### config.mk
export PLATFORM = sky130hd
export DESIGN_NAME = sorted_timer_queue_top
export DESIGN_NICKNAME = d
export VERILOG_FILES = /design/src/stq_pkg.sv /design/src/stq_ctrl.sv /design/src/stq_datapath.sv /design/src/sorted_timer_queue_top.sv
export SDC_FILE = /design/constraint.sdc
export NUM_CORES = 2
export LEC_CHECK = 0
export BUFFER_PORTS_ARGS = -buffer_cell sky130_fd_sc_hd__buf_2
export CAP_MARGIN = 20
export CORE_MARGIN = 5
export CORE_UTILIZATION = 58
export DETAILED_ROUTE_END_ITERATION = 8
export PLACE_DENSITY = 0.78
export SKIP_LAST_GASP = 1
export SLEW_MARGIN = 10
export SYNTH_ARGS = -nofsm -noshare
export SYNTH_HDL_FRONTEND = slang
export SYNTH_SLANG_ARGS = --single-unit
export TNS_END_PERCENT = 5
### constraint.sdc
create_clock -name clk -period 8.1 [get_ports clk]
set_input_delay 1.62 -clock clk [delete_from_list [all_inputs] [get_ports clk]]
set_output_delay 1.62 -clock clk [all_outputs]
set_load 0.02 [all_outputs]
### src/stq_pkg.sv
// Sorted timer queue: shared types, constants and helper functions.
// Used by stq_ctrl, stq_datapath and sorted_timer_queue_top; depends on nothing.
package stq_pkg;

  localparam int NUM_TIMERS = 16;
  localparam int TIME_BITS  = 32;
  localparam int IDX_W      = $clog2(NUM_TIMERS);
  localparam int CNT_W      = $clog2(NUM_TIMERS + 1);
  localparam int ID_W       = 4;
  localparam int TIMEOUT_W  = 31;
  localparam int DELAY_W    = 31;

  localparam logic [63:0] DELAY_MAX = 64'h0000_0000_7FFF_FFFF;

  localparam logic KIND_EXPIRY = 1'b0;
  localparam logic KIND_STATUS = 1'b1;

  typedef enum logic [1:0] {
    CMD_SET    = 2'd0,
    CMD_CANCEL = 2'd1,
    CMD_TICK   = 2'd2
  } cmd_t;

  typedef logic [TIME_BITS-1:0] time_t;

  typedef struct packed {
    logic [1:0]           command;
    logic [ID_W-1:0]      timer_id;
    logic [TIMEOUT_W-1:0] timeout;
  } in_item_t;

  typedef struct packed {
    logic               kind;
    logic [ID_W-1:0]    expired_id;
    logic [DELAY_W-1:0] next_delay;
    logic               queue_empty;
    logic               last;
  } out_item_t;

  typedef enum logic [2:0] {
    ST_IDLE,
    ST_DISPATCH,
    ST_REMOVE,
    ST_INS_START,
    ST_INSERT,
    ST_TICK,
    ST_EXPIRE,
    ST_STATUS
  } state_t;

  // Controller to datapath
  typedef struct packed {
    logic latch_in;
    logic remove_id;
    logic remove_head;
    logic ins_start;
    logic ins_step;
    logic tick;
    logic load_expiry;
    logic load_status;
  } dp_cmd_t;

  // Datapath to controller
  typedef struct packed {
    logic [1:0] cmd;
    logic       id_ok;
    logic       full;
    logic       head_due;
    logic       ins_move;
    logic       out_free;
  } dp_status_t;

  // a strictly before b, wrap-aware
  function automatic logic is_before(time_t a, time_t b);
    time_t d;
    d = b - a;
    return (d != '0) && !d[TIME_BITS-1];
  endfunction

endpackage

### src/stq_ctrl.sv
// Sorted timer queue: controller state machine.
// Depends on stq_pkg; drives stq_datapath through dp_cmd_t and reads dp_status_t.
module stq_ctrl (
  input  logic                clk,
  input  logic                rst_n,
  input  logic                in_valid,
  output logic                in_ready,
  input  stq_pkg::dp_status_t st,
  output stq_pkg::dp_cmd_t    cmd
);

  stq_pkg::state_t state_r, state_nxt;

  always_ff @(posedge clk) begin
    if (!rst_n) begin
      state_r <= stq_pkg::ST_IDLE;
    end else begin
      state_r <= state_nxt;
    end
  end

  always_comb begin
    state_nxt = state_r;
    unique case (state_r)
      stq_pkg::ST_IDLE: begin
        if (in_valid) state_nxt = stq_pkg::ST_DISPATCH;
      end
      stq_pkg::ST_DISPATCH: begin
        unique case (st.cmd) inside
          stq_pkg::CMD_SET, stq_pkg::CMD_CANCEL: begin
            state_nxt = st.id_ok ? stq_pkg::ST_REMOVE : stq_pkg::ST_STATUS;
          end
          stq_pkg::CMD_TICK: state_nxt = stq_pkg::ST_TICK;
          default:           state_nxt = stq_pkg::ST_STATUS;
        endcase
      end
      stq_pkg::ST_REMOVE: begin
        state_nxt = (st.cmd == stq_pkg::CMD_SET) ? stq_pkg::ST_INS_START : stq_pkg::ST_STATUS;
      end
      stq_pkg::ST_INS_START: begin
        state_nxt = st.full ? stq_pkg::ST_STATUS : stq_pkg::ST_INSERT;
      end
      stq_pkg::ST_INSERT: begin
        if (!st.ins_move) state_nxt = stq_pkg::ST_STATUS;
      end
      stq_pkg::ST_TICK: state_nxt = stq_pkg::ST_EXPIRE;
      stq_pkg::ST_EXPIRE: begin
        if (!st.head_due) state_nxt = stq_pkg::ST_STATUS;
      end
      stq_pkg::ST_STATUS: begin
        if (st.out_free) state_nxt = stq_pkg::ST_IDLE;
      end
      default: state_nxt = stq_pkg::ST_IDLE;
    endcase
  end

  always_comb begin
    cmd      = '0;
    in_ready = 1'b0;
    unique case (state_r)
      stq_pkg::ST_IDLE: begin
        in_ready     = 1'b1;
        cmd.latch_in = in_valid;
      end
      stq_pkg::ST_REMOVE:    cmd.remove_id = 1'b1;
      stq_pkg::ST_INS_START: cmd.ins_start = 1'b1;
      stq_pkg::ST_INSERT:    cmd.ins_step  = 1'b1;
      stq_pkg::ST_TICK:      cmd.tick      = 1'b1;
      stq_pkg::ST_EXPIRE: begin
        // pop one due head per cycle, only when the output register can take it
        if (st.head_due && st.out_free) begin
          cmd.load_expiry = 1'b1;
          cmd.remove_head = 1'b1;
        end
      end
      stq_pkg::ST_STATUS:    cmd.load_status = st.out_free;
      default: ;
    endcase
  end

  // the expiry state waits on out_free by staying put while head_due holds
endmodule

### src/stq_datapath.sv
// Sorted timer queue: time counter, sorted slot cells, insert walker and output register.
// Depends on stq_pkg; controlled by stq_ctrl.
module stq_datapath (
  input  logic                clk,
  input  logic                rst_n,
  input  stq_pkg::in_item_t   in_data,
  input  stq_pkg::dp_cmd_t    cmd,
  output stq_pkg::dp_status_t st,
  output logic                out_valid,
  input  logic                out_ready,
  output stq_pkg::out_item_t  out_data
);

  logic [1:0]                   cmd_r;
  logic [stq_pkg::ID_W-1:0]     id_r;
  logic [stq_pkg::TIMEOUT_W-1:0] timeout_r;
  stq_pkg::time_t               now_r;
  logic [stq_pkg::CNT_W-1:0]    count_r, count_nxt;
  logic [stq_pkg::CNT_W-1:0]    pos_r;
  stq_pkg::time_t               ins_exp_r;
  logic [stq_pkg::ID_W-1:0]     ids_r [stq_pkg::NUM_TIMERS];
  logic [stq_pkg::ID_W-1:0]     ids_nxt [stq_pkg::NUM_TIMERS];
  stq_pkg::time_t               exp_r [stq_pkg::NUM_TIMERS];
  stq_pkg::time_t               exp_nxt [stq_pkg::NUM_TIMERS];
  logic                         out_valid_r;
  stq_pkg::out_item_t           out_data_r;

  logic [stq_pkg::NUM_TIMERS-1:0] match;
  logic                           rm_any;
  logic [stq_pkg::IDX_W-1:0]      rm_idx;
  logic [stq_pkg::IDX_W-1:0]      pos_idx;
  logic [stq_pkg::IDX_W-1:0]      prev_idx;
  logic                           ins_move;
  logic                           id_ok;
  logic                           out_free;
  stq_pkg::time_t                 head_gap;
  logic [63:0]                    gap64;
  logic [stq_pkg::DELAY_W-1:0]    delay;

  assign id_ok    = (32'(id_r) < stq_pkg::NUM_TIMERS);
  assign out_free = !out_valid_r || out_ready;
  assign pos_idx  = pos_r[stq_pkg::IDX_W-1:0];
  assign prev_idx = stq_pkg::IDX_W'(pos_r - 1'b1);
  assign ins_move = (pos_r != '0) && stq_pkg::is_before(ins_exp_r, exp_r[prev_idx]);

  // locate the entry to take out: by timer id, or the head
  always_comb begin
    match = '0;
    for (int j = 0; j < stq_pkg::NUM_TIMERS; j++) begin
      if (cmd.remove_id) begin
        match[j] = (stq_pkg::CNT_W'(j) < count_r) && (ids_r[j] == id_r) && id_ok;
      end
    end
    if (cmd.remove_head) match[0] = (count_r != '0);
  end

  always_comb begin
    rm_idx = '0;
    for (int j = 0; j < stq_pkg::NUM_TIMERS; j++) begin
      if (match[j]) rm_idx = rm_idx | stq_pkg::IDX_W'(j);
    end
  end

  assign rm_any = |match;

  // slot cells: close the gap on removal, or take one insert step
  always_comb begin
    count_nxt = count_r;
    for (int j = 0; j < stq_pkg::NUM_TIMERS; j++) begin
      ids_nxt[j] = ids_r[j];
      exp_nxt[j] = exp_r[j];
    end
    if (rm_any) begin
      count_nxt = count_r - 1'b1;
      for (int j = 0; j < stq_pkg::NUM_TIMERS - 1; j++) begin
        if (stq_pkg::IDX_W'(j) >= rm_idx) begin
          ids_nxt[j] = ids_r[j+1];
          exp_nxt[j] = exp_r[j+1];
        end
      end
    end else if (cmd.ins_step) begin
      if (ins_move) begin
        ids_nxt[pos_idx] = ids_r[prev_idx];
        exp_nxt[pos_idx] = exp_r[prev_idx];
      end else begin
        ids_nxt[pos_idx] = id_r;
        exp_nxt[pos_idx] = ins_exp_r;
        count_nxt        = count_r + 1'b1;
      end
    end
  end

  always_ff @(posedge clk) begin
    for (int j = 0; j < stq_pkg::NUM_TIMERS; j++) begin
      ids_r[j] <= ids_nxt[j];
      exp_r[j] <= exp_nxt[j];
    end
    if (cmd.latch_in) begin
      cmd_r     <= in_data.command;
      id_r      <= in_data.timer_id;
      timeout_r <= in_data.timeout;
    end
    if (cmd.ins_start) begin
      ins_exp_r <= now_r + stq_pkg::TIME_BITS'(timeout_r);
    end
  end

  // status delay: head expiry minus now, zero when overdue, saturated when long
  assign head_gap = exp_r[0] - now_r;
  assign gap64    = 64'(head_gap);

  always_comb begin
    if (head_gap[stq_pkg::TIME_BITS-1]) begin
      delay = '0;
    end else if (gap64 > stq_pkg::DELAY_MAX) begin
      delay = stq_pkg::DELAY_W'(stq_pkg::DELAY_MAX);
    end else begin
      delay = stq_pkg::DELAY_W'(gap64);
    end
  end

  always_ff @(posedge clk) begin
    if (!rst_n) begin
      now_r       <= '0;
      count_r     <= '0;
      pos_r       <= '0;
      out_valid_r <= 1'b0;
    end else begin
      count_r <= count_nxt;
      if (cmd.tick) now_r <= now_r + 1'b1;
      if (cmd.ins_start) begin
        pos_r <= count_r;
      end else if (cmd.ins_step && ins_move) begin
        pos_r <= pos_r - 1'b1;
      end
      if (cmd.load_expiry || cmd.load_status) begin
        out_valid_r <= 1'b1;
      end else if (out_ready) begin
        out_valid_r <= 1'b0;
      end
    end
  end

  always_ff @(posedge clk) begin
    if (cmd.load_expiry) begin
      out_data_r.kind        <= stq_pkg::KIND_EXPIRY;
      out_data_r.expired_id  <= ids_r[0];
      out_data_r.next_delay  <= '0;
      out_data_r.queue_empty <= 1'b0;
      out_data_r.last        <= 1'b0;
    end else if (cmd.load_status) begin
      out_data_r.kind        <= stq_pkg::KIND_STATUS;
      out_data_r.expired_id  <= '0;
      out_data_r.next_delay  <= (count_r == '0) ? '0 : delay;
      out_data_r.queue_empty <= (count_r == '0);
      out_data_r.last        <= 1'b1;
    end
  end

  assign out_valid = out_valid_r;
  assign out_data  = out_data_r;

  assign st.cmd      = cmd_r;
  assign st.id_ok    = id_ok;
  assign st.full     = (32'(count_r) >= stq_pkg::NUM_TIMERS);
  assign st.head_due = (count_r != '0) && !stq_pkg::is_before(now_r, exp_r[0]);
  assign st.ins_move = ins_move;
  assign st.out_free = out_free;

endmodule

### src/sorted_timer_queue_top.sv
// Sorted timer queue: top level joining controller and datapath.
// Depends on stq_pkg, stq_ctrl and stq_datapath.
//
//   channel | handshake           | payload
//   --------+---------------------+-------------------------------
//   input   | in_valid / in_ready  | in_data   (stq_pkg::in_item_t)
//   result  | out_valid / out_ready| out_data  (stq_pkg::out_item_t)
//
// One item at a time. Set: idle, dispatch, remove, insert start, then the insert walk
// over the slot cells (one step per queued timer with a later expiry), then status. Cancel:
// idle, dispatch, remove, status. Tick: idle, dispatch, tick, expire, status. Unknown command: idle, dispatch, status.
// A stalled result port holds the controller in its expiry or status state.
// Synchronous reset empties the queue and zeroes the time counter.
module sorted_timer_queue_top (
  input  logic               clk,
  input  logic               rst_n,
  input  logic               in_valid,
  output logic               in_ready,
  input  stq_pkg::in_item_t  in_data,
  output logic               out_valid,
  input  logic               out_ready,
  output stq_pkg::out_item_t out_data
);

  stq_pkg::dp_cmd_t    cmd;
  stq_pkg::dp_status_t st;

  stq_ctrl u_ctrl (
    .clk      (clk),
    .rst_n    (rst_n),
    .in_valid (in_valid),
    .in_ready (in_ready),
    .st       (st),
    .cmd      (cmd)
  );

  stq_datapath u_dp (
    .clk       (clk),
    .rst_n     (rst_n),
    .in_data   (in_data),
    .cmd       (cmd),
    .st        (st),
    .out_valid (out_valid),
    .out_ready (out_ready),
    .out_data  (out_data)
  );

endmodule
* Yosys cells after proc, flatten, opt, wreduce, memory -nomap -nowiden *
Memories as Yosys holds them, arrays and structs flattened.
Cells that the tools add are included.

cells by class
  bitwise operators = 1
  order comparisons = 35
  $add $sub $neg = 7
  reductions and logical operators = 44
  multiplexer cells = 107
  eq/ne operators = 30

operator list
  kind                                                              count
  bitwise mux 512 bit                                               2
  2-to-1 mux 512 bit                                                2
  2-to-1 mux 32 bit                                                 17
  2-to-1 mux 480 bit                                                1
  bitwise mux 64 bit                                                2
  demux 32 bit (select 4 bit)                                       1
  2-to-1 mux 64 bit                                                 2
  2-to-1 mux 4 bit                                                  25
  2-to-1 mux 31 bit                                                 3
  2-to-1 mux 37 bit                                                 2
  equality test 4 bit                                               16
  nonzero test 32 bit                                               2
  subtractor 32 bit                                                 2
  2-to-1 mux 60 bit                                                 1
  less-than comparator 4 x 5 -> 1 bit (first input constant)        8
  adder 32 x 1 -> 32 bit (second input constant)                    1
  adder 32 x 31 -> 32 bit                                           1
  greater-than comparator 32 x 31 -> 1 bit (second input constant)  1
  2-to-1 mux 1 bit                                                  29
  greater-or-equal comparator 4 bit (first input constant)          7
  2-to-1 mux 3 bit                                                  9
  2-to-1 mux 5 bit                                                  5
  one-hot mux 3 bit (8 select lines)                                1
  logical AND 1 bit                                                 23
  other kinds (32)                                                  61

storage, ports and cells
  bits in registers = 152
  memories = 2
  output and inout port bits = 40
  memory bits (writable) = 576

memories
  memory      words  bits a word  read ports  clocked after memory_dff  write ports  line                text
  u_dp.exp_r  16     32           17          0                         16           stq_datapath.sv:23  stq_pkg::time_t exp_r [stq_pkg::NUM_TIMERS];
  u_dp.ids_r  16     4            17          0                         16           stq_datapath.sv:21  logic [stq_pkg::ID_W-1:0] ids_r [stq_pkg::NUM_TIMERS];

* Depth between registers and ports, before layout *
An unclocked memory read counts as a cell.

  depth after elaboration = 22
  gate-level depth with buffers = 29

* Modules after synthesis *
From an unflattened synthesis, not the netlist that was laid out.

second synthesis, totals
  cell total of the unflattened synthesis = 3531
  area total of the unflattened synthesis = 39506.6 µm²

modules (own cells, without submodules)
  module        sequential area each (µm²)  area an instance (µm²)  cells each  times used
  stq_datapath  21010.2                     39205.1                 3490        1
  stq_ctrl      60.1                        301.5                   41          1

* Worst setup path before layout *
Ideal clock, no wire load.

  path type = register to register
  start point = register u_dp.pos_r[0] in the netlist's numbering
  end point = memory u_dp.ids_r[0][0] in the netlist's numbering, data pin
  slack = -452 ps
  period minus slack after synthesis = 8552 ps
  library setup time = 256 ps
  cell stages (with the launch flop) = 28
  arrival = 8296 ps
  cells stage by stage = dfxtp_1 buf_1 clkbuf_1 buf_1 clkbuf_1 inv_1 ha_1 xnor2_1 clkbuf_1 mux4_2 inv_1 ha_1 inv_1 fa_1 a211oi_1 o211a_1 o21ai_2 a31oi_4 nand2_1 and4_1 a211o_1 a31o_1 nor4b_4 nor2_4 buf_6 mux2_4 buf_6 a22o_1

RTL lines
  item                    line                 text
  from (decl)             stq_datapath.sv:19   logic [stq_pkg::CNT_W-1:0] pos_r;
  from (signal assigned)  stq_datapath.sv:132  pos_r <= count_r;
  from (signal assigned)  stq_datapath.sv:134  pos_r <= pos_r - 1'b1;
  to (decl)               stq_datapath.sv:21

==> metrics.md <==
| Metric | Value |
|---|---|
| Status | `finished, final reports clean` |
| Setup ws final | `between 0.3 and 0.4 ns` |
| Unrepaired setup endpoints after global routing | `false` |
| Multi-input logic area | `roughly 0.018 mm2` |
| Row Count | `96` |
| Dpl ws | `roughly 0.77 ns` |
| Final Core Density | `between 60% and 70%` |
| Hold_buf cts | `0` |
| Reg2reg end | `u_dp.ids_r[6][3]` |
| Pwr dens | `approximately 350 mW/mm2` |
| Yosys warns | `0` |
| Worst-path clk slew | `~0.05 ns` |
| Gr usage total | `between 30% and 40%` |
| Total gr overflow | `0` |
| Count of cell types in the netlist | `90` |
| Beginning of the worst hold path | `u_dp.out_data[16]` |
| F_max | `roughly 0.13 GHz` |
| Crit path from | `u_dp.pos_r[0]` |
| FF-to-FF setup slack | `about 0.37 ns` |
| Max Buffers Root-to-Sink | `3` |
| Max_cap viols | `0` |
| Crit path DAT | `8.10 ns` |
| Drt total wl | `126000 um` |
| Initial Utilization | `around three fifths` |
| EDFF count, synth | `649` |
| CTS H-tree lvls | `3` |
| Syn_nets | `3705` |
| Initial DRT Pass Iterations | `7` |
| Die ar. | `0.0747 mm2` |
| Antenna Nets Post-Route | `0` |
| Layout cells sized above 1 | `between 15 and 20%` |
| Critical Path End Type | `flop` |
| Syn Area/Cell | `11.3 um2` |
| Crit path max fanout | `25` |
| Post-CTS sizing | `0` |
| Ys flop type | `edfxtp_1` |
| Post-synthesis sequential area ratio | `52.4%` |
| Leakage Power | `between 15 and 20 nW` |
| Mapped Cells | `3559` |
| Final hold vios | `0` |
| Final period utilization | `roughly 95%` |
| RePlAce Congestion | `0.992` |
| TritonCTS clock tree | `done` |
| Hold Slack | `around 0.45 ns` |
| DRC violations left | `0` |
| Worst hold endpoint | `u_dp.out_data[16]` |
| Worst Setup Path Type | `reg2reg` |
| Via density per instance | `6.83` |
| Routed WL per cell | `approximately 28 um` |
| Port Buffers | `80` |
| DIE WIDTH | `roughly 270 um` |
| Top-count cell post-synth | `edfxtp_1` |
| CP startpoint kind | `flop` |
| Synthesized area | `0.0402 mm2` |
| Tightest Pin Transition | `about 1.2 ns` |
| Final Setup Violations | `0` |
| Initial antenna violation count | `1` |
| Async SR Flop Fraction | `0%` |
| Share of the synthesized area in the top cell type | `between 40 and 50%` |
| Area grow syn2layout | `10.2%` |
| Hpwl dp | `77500 um` |
| Register Area | `about 0.021 mm2` |
| Core Area | `between 0.06 and 0.07 mm2` |
| Largest area contributor in the netlist | `edfxtp_1` |
| VDD IR-drop max | `between 0.0002 and 0.0003 V` |
| Post-CTS setup buffer count | `0` |
| First-pass GRT wire length | `approximately 190000 um` |
| Number of fill cells in the layout | `about 5100` |
| Inst Count DP | `~4400` |
| Worst r2r src | `u_dp.pos_r[0]` |
| Antenna diodes | `0` |
| Reg2reg path depth | `20` |
| Clk Latency, worst-skew pair | `between 0.6 and 0.7 ns` |
| Largest cells by area after synthesis | `edfxtp_1, mux4_2, o21ai_0` |
| Pin count of the biggest net entering global routing | `approximately 230` |
| CTS Sinks | `approximately 730` |
| Seq cells post-synth | `about 730` |
| Final Net Count | `~3700` |
| Worst hold path class | `reg2reg` |
| Vias | `31200` |
| Slew margin rel. | `approximately 15%` |
| Setup TNS Final | `0 ns` |
| CTS Buf Count | `a little under 80` |
| Die height | `roughly 270 um` |
| Fin crit period | `about 7.7 ns` |
| Vias in the first global route | `29500` |
| List of most frequent post-synthesis cells | `edfxtp_1, nand2_1, o21ai_0` |
| Iteration-0 DRC Markers | `approximately 5300` |
| Hold Path Stages | `2` |
| IO Count | `around 80` |
| WP data required | `between 8 and 9 ns` |
| Final non-filler cell total | `4572` |
| Slew Limit Fails | `0` |
| Final Skew | `approximately 0.036 ns` |
| CTS root buffer | `clkbuf_16` |
==> power by group <==
part | switching [mW] | total, mW | internal [mW]
clock | 1.50 | 3.51 | 2.02
sequential | 0.295 | 4.72 | 4.42
combinational | 4.49 | 7.28 | 2.79
total | 6.28 | 15.5 | 9.23
==> kinds of logic (layout without fill, tap and decap cells) <==
logic type               count (synthesis)  in the layout  share of synthesized area [%]
adder cells (fa/ha/maj)                105            105                           3.32
AND/OR/NAND/NOR                       1037           1037                           11.3
multiplexers                           228            228                           11.6
AO/OA/AOI/OAI                          950            950                           14.3
flip-flops                             728            728                           52.4
XOR/XNOR                               161            161                           3.51
buffers and inverters                  350            432                           3.66
==> flip-flops by register name, summed over array words and instances, names as in the netlist <==
signal and cells:
u_dp.count_r 5, u_dp.ins_exp_r 32, u_dp.cmd_r 2, u_dp.ids_r 64
u_ctrl.state_r 3, u_dp.pos_r 5, u_dp.id_r 4, u_dp.out_valid 1
u_dp.now_r 32, u_dp.exp_r 512, u_dp.timeout_r 31, u_dp.out_data 37
==> worst max-delay path by stage <==
stage                        to  depth (start not counted)
6_report       u_dp.ids_r[6][3]                         20
3_5_place_dp   u_dp.ids_r[0][0]                         20
5_1_grt        u_dp.ids_r[6][3]                         20
2_1_floorplan  u_dp.ids_r[0][0]                         29
3_3_place_gp   u_dp.ids_r[7][3]                         20
4_1_cts        u_dp.ids_r[6][3]                         20
==> metrics by stage <==
step / power, mW / area, um2
final: 15.5 / 44300
after global routing: 16.1 / 44300
after CTS: 15.3 / 44300
after detailed placement: 11.8 / 41800
after global placement: 11.8 / 41800
after floorplan: 9.62 / 40200
==> cells in the final DEF (no fill, tap or decap), types with 26 or more instances in the layout <==
cell type    n
clkbuf_16   81
nand2_1    603
and3_1      26
edfxtp_1   649
mux4_2     180
xor2_1      45
nor2_1     167
inv_1      103
a21o_1      34
nand4_1     28
xnor2_1    114
a21oi_1     92
a22o_1      69
ha_1       101
dfxtp_1     78
nor3_1      37
buf_4       99
o21ai_0    529
nand3_1     44
and2_1      30
buf_2       80
==> critical path: stages, from the launching register on <==
cell       delay (ns)
dfxtp_4          0.56
inv_1            0.19
ha_4             0.57
buf_4            0.44
buf_4            0.42
mux4_2           0.37
mux4_2           0.55
ha_1             0.42
o21ai_0          0.14
and3_1           0.22
a2111oi_0        0.57
o311ai_0         0.32
nor4_1           0.28
o2111ai_1        0.16
nor4_1           0.36
nand4_1          0.26
nor4b_4          0.49
nor2_4           0.17
buf_4            0.26
mux2_4           0.42
a22o_1           0.24
==> cell type report <==
class	instances	share of cell area, %
Clock inverter	37	0.754
Timing Repair Buffer	189	3.00
Sequential cell	728	47.6
Multi-Input combinational cell	2481	40.4
Clock buffer	102	4.82
Tap cell	931	2.63
Inverter	104	0.881
==> per-layer routing <==
| metal | vias up | global-route usage, % | part of all wire, % |
|---|---|---|---|
| li1 | 13400 | - | - |
| met1 | 15100 | 45.4 | 37 |
| met2 | 2344 | 49.7 | 44 |
| met3 | 453 | 7.26 | 13 |
| met4 | 0 | 15.8 | 6.2 |
| met5 | - | 0 | 0 |
Note: power is estimated with default switching activity, not from simulation.
